File: src/brlt_pkg.sv
`default_nettype none
package brlt_pkg;

  localparam int DEF_LOCK_ENTRIES    = 16;
  localparam int DEF_OWNERS_PER_LOCK = 8;
  localparam int DEF_OFFSET_BITS     = 32;

  localparam int TYPE_W    = 2;
  localparam int OWNER_W   = 16;
  localparam int HANDLE_W  = 10;
  localparam int RANGE_W   = 32;
  localparam int STATUS_W  = 2;
  localparam int COUNT_W   = 5;
  localparam int READERS_W = 8;
  localparam int COUNT_MAX = 31;

  localparam logic [TYPE_W-1:0] REQ_READ   = 2'd0;
  localparam logic [TYPE_W-1:0] REQ_WRITE  = 2'd1;
  localparam logic [TYPE_W-1:0] REQ_UNLOCK = 2'd2;
  localparam logic [TYPE_W-1:0] REQ_NONE   = 2'd3;

  localparam logic [STATUS_W-1:0] ST_DONE      = 2'd0;
  localparam logic [STATUS_W-1:0] ST_CONFLICT  = 2'd1;
  localparam logic [STATUS_W-1:0] ST_NOT_FOUND = 2'd2;
  localparam logic [STATUS_W-1:0] ST_FULL      = 2'd3;

  typedef enum logic [3:0] {
    OP_IDLE,
    OP_LOAD,
    OP_READ_E,
    OP_SKIP_E,
    OP_CHECK,
    OP_NEW,
    OP_SPLIT1,
    OP_SPLIT2,
    OP_PACK_A,
    OP_PACK_B,
    OP_PACK_RD,
    OP_PACK_WR,
    OP_SORT_INIT,
    OP_SORT_RD,
    OP_SORT_LD,
    OP_SORT_CMP
  } brlt_op_t;

  typedef struct packed {
    brlt_op_t op;
  } brlt_cmd_t;

  typedef struct packed {
    logic early;
    logic is_unlock;
    logic e_end;
    logic e_valid;
    logic hit;
    logic split;
    logic pack_end;
    logic va;
    logic vb;
    logic sort_end;
    logic shift;
  } brlt_stat_t;

endpackage
`default_nettype wire

File: src/brlt_ctrl.sv
`default_nettype none
module brlt_ctrl import brlt_pkg::*; (
  input  wire logic       clk,
  input  wire logic       rst,
  input  wire logic       start,
  input  wire logic       out_free,
  input  wire brlt_stat_t stat,
  output brlt_cmd_t       cmd,
  output logic            idle,
  output logic            finish
);

  typedef enum logic [12:0] {
    S_IDLE     = 13'b0000000000001,
    S_START    = 13'b0000000000010,
    S_SCAN     = 13'b0000000000100,
    S_CHK      = 13'b0000000001000,
    S_NEW      = 13'b0000000010000,
    S_SPLIT1   = 13'b0000000100000,
    S_SPLIT2   = 13'b0000001000000,
    S_PACK     = 13'b0000010000000,
    S_PACKWR   = 13'b0000100000000,
    S_SORTA    = 13'b0001000000000,
    S_SORTLD   = 13'b0010000000000,
    S_SORTCMP  = 13'b0100000000000,
    S_DONE     = 13'b1000000000000
  } state_t;

  state_t state, state_next;

  always_comb begin
    state_next = state;
    cmd.op     = OP_IDLE;
    finish     = 1'b0;
    case (state)
      S_IDLE: begin
        if (start) begin
          cmd.op     = OP_LOAD;
          state_next = S_START;
        end
      end
      S_START: state_next = stat.early ? S_DONE : S_SCAN;
      S_SCAN: begin
        if (stat.e_end) begin
          state_next = stat.is_unlock ? S_DONE : S_NEW;
        end else if (stat.e_valid) begin
          cmd.op     = OP_READ_E;
          state_next = S_CHK;
        end else begin
          cmd.op = OP_SKIP_E;
        end
      end
      S_CHK: begin
        cmd.op = OP_CHECK;
        if (!stat.hit) begin
          state_next = S_SCAN;
        end else if (!stat.is_unlock) begin
          state_next = S_DONE;
        end else begin
          state_next = stat.split ? S_SPLIT1 : S_PACK;
        end
      end
      S_NEW: begin
        cmd.op     = OP_NEW;
        state_next = S_DONE;
      end
      S_SPLIT1: begin
        cmd.op     = OP_SPLIT1;
        state_next = S_SPLIT2;
      end
      S_SPLIT2: begin
        cmd.op     = OP_SPLIT2;
        state_next = S_PACK;
      end
      S_PACK: begin
        if (stat.pack_end) begin
          cmd.op     = OP_SORT_INIT;
          state_next = S_SORTA;
        end else if (stat.va) begin
          cmd.op = OP_PACK_A;
        end else if (!stat.vb) begin
          cmd.op = OP_PACK_B;
        end else begin
          cmd.op     = OP_PACK_RD;
          state_next = S_PACKWR;
        end
      end
      S_PACKWR: begin
        cmd.op     = OP_PACK_WR;
        state_next = S_PACK;
      end
      S_SORTA: begin
        if (stat.sort_end) begin
          state_next = S_DONE;
        end else begin
          cmd.op     = OP_SORT_RD;
          state_next = S_SORTLD;
        end
      end
      S_SORTLD: begin
        cmd.op     = OP_SORT_LD;
        state_next = S_SORTCMP;
      end
      S_SORTCMP: begin
        cmd.op = OP_SORT_CMP;
        if (!stat.shift) begin
          state_next = S_SORTA;
        end
      end
      S_DONE: begin
        if (out_free) begin
          finish     = 1'b1;
          state_next = S_IDLE;
        end
      end
      default: state_next = S_IDLE;
    endcase
  end

  assign idle = (state == S_IDLE);

  always_ff @(posedge clk) begin
    if (rst) begin
      state <= S_IDLE;
    end else begin
      state <= state_next;
    end
  end

endmodule
`default_nettype wire
File: config.mk
export PLATFORM = sky130hd
export DESIGN_NAME = brlt_ctrl
export DESIGN_NICKNAME = d
export VERILOG_FILES = /design/src/brlt_pkg.sv /design/src/brlt_ctrl.sv
export SDC_FILE = /design/constraint.sdc
export NUM_CORES = 1
export LEC_CHECK = 0
export ABC_AREA = 1
export BUFFER_PORTS_ARGS = -buffer_cell sky130_fd_sc_hd__buf_4
export CAP_MARGIN = 20
export CORE_MARGIN = 2
export CORE_UTILIZATION = 30
export DETAILED_ROUTE_END_ITERATION = 8
export PLACE_DENSITY = 0.47
export SLEW_MARGIN = 20
export SYNTH_ARGS = -nofsm -noshare
export SYNTH_HDL_FRONTEND = slang
export SYNTH_SLANG_ARGS = --single-unit
File: constraint.sdc
create_clock -name clk -period 3.83 [get_ports clk]
set_input_delay 0.383 -clock clk [delete_from_list [all_inputs] [get_ports clk]]
set_output_delay 0.383 -clock clk [all_outputs]
set_load 0.02 [all_outputs]
# ---- Yosys cells after proc, flatten, opt, wreduce, memory -nomap -nowiden
# Cells that the tools add are included.
dict set report op_classes {
  add_sub_neg 0
  multipliers 0
  n_div 0
  n_lt_le_gt_ge 0
  eq_ne 19
  shift 0
  muxes 25
  n_bitwise 0
  n_reduce_logical 2
}
# operator count
set ops {}
lappend ops {{$mux 13} 13}
lappend ops {{$pmux 13 s12} 1}
lappend ops {{$pmux 4 s11} 1}
lappend ops {{$eq 13x1->1 const B} 1}
lappend ops {{$eq 13x10->1 const B} 1}
lappend ops {{$eq 13x11->1 const B} 1}
lappend ops {{$eq 13x12->1 const B} 1}
lappend ops {{$eq 13x13->1 const B} 1}
lappend ops {{$eq 13x2->1 const B} 1}
lappend ops {{$eq 13x3->1 const B} 1}
lappend ops {{$eq 13x4->1 const B} 1}
lappend ops {{$eq 13x5->1 const B} 1}
lappend ops {{$eq 13x6->1 const B} 1}
lappend ops {{$eq 13x7->1 const B} 1}
lappend ops {{$eq 13x8->1 const B} 1}
lappend ops {{$eq 13x9->1 const B} 1}
lappend ops {{$ne 3x3->1 const B} 3}
lappend ops {{$mux 8} 1}
lappend ops {{$mux 2} 3}
lappend ops {{$ne 2x2->1 const B} 3}
lappend ops {{$reduce_and 6->1} 1}
lappend ops {{$mux 1} 4}
lappend ops {{$mux 4} 1}
lappend ops {{$mux 3} 1}
lappend ops {{$reduce_or 2->1} 1}
dict set report totals {
  register_bits 13
  latch_bits 0
  ramBits 0
  rom_bits 0
  inputBits 15
  out_inout_bits 6
  elab_cells 47
  mem_count 0
}

# ---- Logic depth before layout (Yosys ltp)
dict set report depth {
  word_depth 4
  ltp_mapped 12
}

# ---- Worst setup path after synthesis
# OpenSTA, ideal clock, no wires.
dict set report synth_path {
  kind {register -> output}
  from {reg state[4]}
  to {out cmd[0] in the netlist's numbering}
  t_arrival_ps 1395
  required_ps 3447
  path_slack_ps 2052
  path_stages_with_launch 9
  cell_sequence {dfxtp_1 -> nor2_2 -> nand2_4 -> nor2_8 -> nand2_1 -> or2_1 -> o21ai_1 -> nor3_1 -> nand3_1}
}
# element line
set synth_rtl {}
lappend synth_rtl {{start, declared} brlt_ctrl.sv:29} ;# state_t state, state_next;
lappend synth_rtl {{start signal, assigned} brlt_ctrl.sv:126} ;# state <= state_next;
lappend synth_rtl {{end, declared} brlt_ctrl.sv:8} ;# output brlt_cmd_t cmd,

==> flow_summary.yaml <==
die:
  fp.coreArea_mm2: 0.00369
  start_util_pct: 31.6
  rows: 22
  die_area_mm2: 0.00440
  ios: 21
  die_y_um: 66.3
  die_w_um: 66.3
detailed_routing:
  wl_um: 2880
  ant_nets: 0
  vias: 1141
  route.detailed.drc: 0
  wl_per_cell_um: 11.5
  initialDrtViolationCount: 13
  first_pass_iters: 4
  avgViaCountPerCell: 4.56
clock_tree:
  path_clk_slew_ps: 60
  cts_resized: 0
  worstSkewPairLatency_ps: 240
  cts_buffers: 3
  cts_tree: "built"
  cts_hold_buf: 0
  cts-root-buf: "clkbuf_8"
  post_cts_buffers: 0
  cts.path.max_buffers: 2
  cts-htree-levels: 1
  clock_sinks: 13
cells_and_area:
  nFillCells: 419
  multiInputGateArea_um2: 768
  area_growth_pct: 20.2
  regArea_um2: 260
  largestRegisters: "state x13"
  drive_above_1_share_pct: 34.2
  diodes: 0
  top_register: "state"
  largest_register_ffs: 13
  fin_util_pct: 38.0
  fin_cells: 250
  nets: 218
run_status:
  outcome: "finished, final reports clean"
logic_synthesis:
  ys.flop_type: "dfxtp_1"
  syn_nets: 194
  yosys-top-cells-area: "dfxtp_1 (22%), nand2_1 (9.3%), inv_1 (8.7%)"
  synth_edf_count: 0
  synth_common_cells: "nand2_1 (29), inv_1 (27), nor2_1 (26)"
  synth_top_area_share_pct: 22.3
  ys_seq_elements: 13
  ys.warnings.count: 0
  synth_area_leader_cell: "dfxtp_1"
  syn_area_mm2: 0.00116
  synth.distinct_cells: 24
  synth.most_common_cell: "nand2_1"
  synthCells: 179
  synthArstFlopShare_pct: 0
  yosysSeqAreaShare_pct: 22.3
  syn_area_per_cell_um2: 6.51
power_and_ir_drop:
  leakage_nw: 0.732
  ir_drop_mv: 0.177
  p_per_area_mw_per_mm2: 519
timing:
  fin_crit_sh_pct: 57.4
  slew_viol_final: 0
  min_period_ps: 2200
  relSlewSlack_pct: 78.5
  fmax_mhz: 455
  worst_clock_skew_ps: 4.37
  tightest_slew_ps: 323
  setup_viol: 0
  fin_setup_tns_ps: 0
  finalHoldViolCount: 0
  rsz0062_at_grt: "no"
setup_path:
  cp_max_fo: 9
  cp.arrival_ps: 1820
  end_kind: "primary output"
  start_kind: "register"
  crit_type: "reg -> out"
  worstPathRequired_ps: 3450
grt:
  grt_usage_pct: 14.5
  grt_max_degree: 16
  antenna_found_initial: 0
  gr-total-overflow: 0
  grt_pass1_wl_um: 4850
  grt_pass1_vias: 1095
placed_design:
  place_congestion: 0.881
  hpwl_um: 2470
  placement.io_buffers: 20
  place_inst: 246
worst_hold_path:
  hp-class: "in -> reg"
flow_run:
  cap_violations: 0
-- per-layer routing --
metal	global-route usage, %	wire (um)	up-vias	share of wire (%)
met4	6.12	34	0	1.2
met3	2.21	110	2	3.8
met5	0	0	-	0
li1	-	-	610	-
met1	20.2	1510	504	52
met2	22.0	1230	25	43
-- per-stage QoR --
step	total power (W)	hold slack [ps]	worst slack [ps]	cell area, um^2
floorplan	0.000526	499	2050	1160
global placement	0.000604	536	1950	1360
detailed placement	0.000604	547	1910	1360
CTS	0.000730	404	1640	1400
global route	0.000783	415	1440	1400
finish	0.000726	404	1630	1400
-- final timing paths --
kind	slack (ps)	end	start	cells after the start
worst min-delay path	400	state[5]	stat[5]	3
worst min register to register	560	state[11]	state[11]	2
worst max-delay path	1630	cmd[0]	state[4]	9
worst max register to register	2120	state[2]	state[8]	9
-- area by class of cell --
cell class	count	area share, %
Tap cell	48	4.29
Multi-Input combinational cell	134	54.9
Sequential cell	13	18.6
Inverter	31	8.31
Clock buffer	4	3.22
Timing Repair Buffer	20	10.7
-- power by group --
part           internal [W]  leakage [nW]  switching, W
sequential         0.000153         0.105     0.0000130
clock             0.0000735        0.0228     0.0000515
combinational      0.000141         0.604      0.000294
-- critical path, stage by stage (launching register included) --
cell,delay [ps]
dfxtp_1,330
nor2_2,200
nand2_4,130
nor2_8,200
nand2_1,90
or2_1,270
o21ai_1,100
nor3_1,60
nand3_1,60
buf_4,140
-- layout by cell type (no fill, tap or decap), types with 4 or more instances in the layout --
master	instances
nor2_2	16
nand2_2	12
dfxtp_1	13
inv_2	4
buf_4	20
nand4_1	7
nand2_1	29
inv_1	27
nand3_1	17
nor2_1	26
nand2_4	7
-- cell families (layout without fill, tap and decap cells) --
logic type | count (synthesis) | after routing | share of synthesized area [%]
AOI/OAI and AO/OA | 7 | 7 | 3.33
buffers and inverters | 32 | 55 | 11.7
DFF | 13 | 13 | 22.3
and+or+nand+nor | 127 | 127 | 62.6
(Power assumes the default switching activity.)
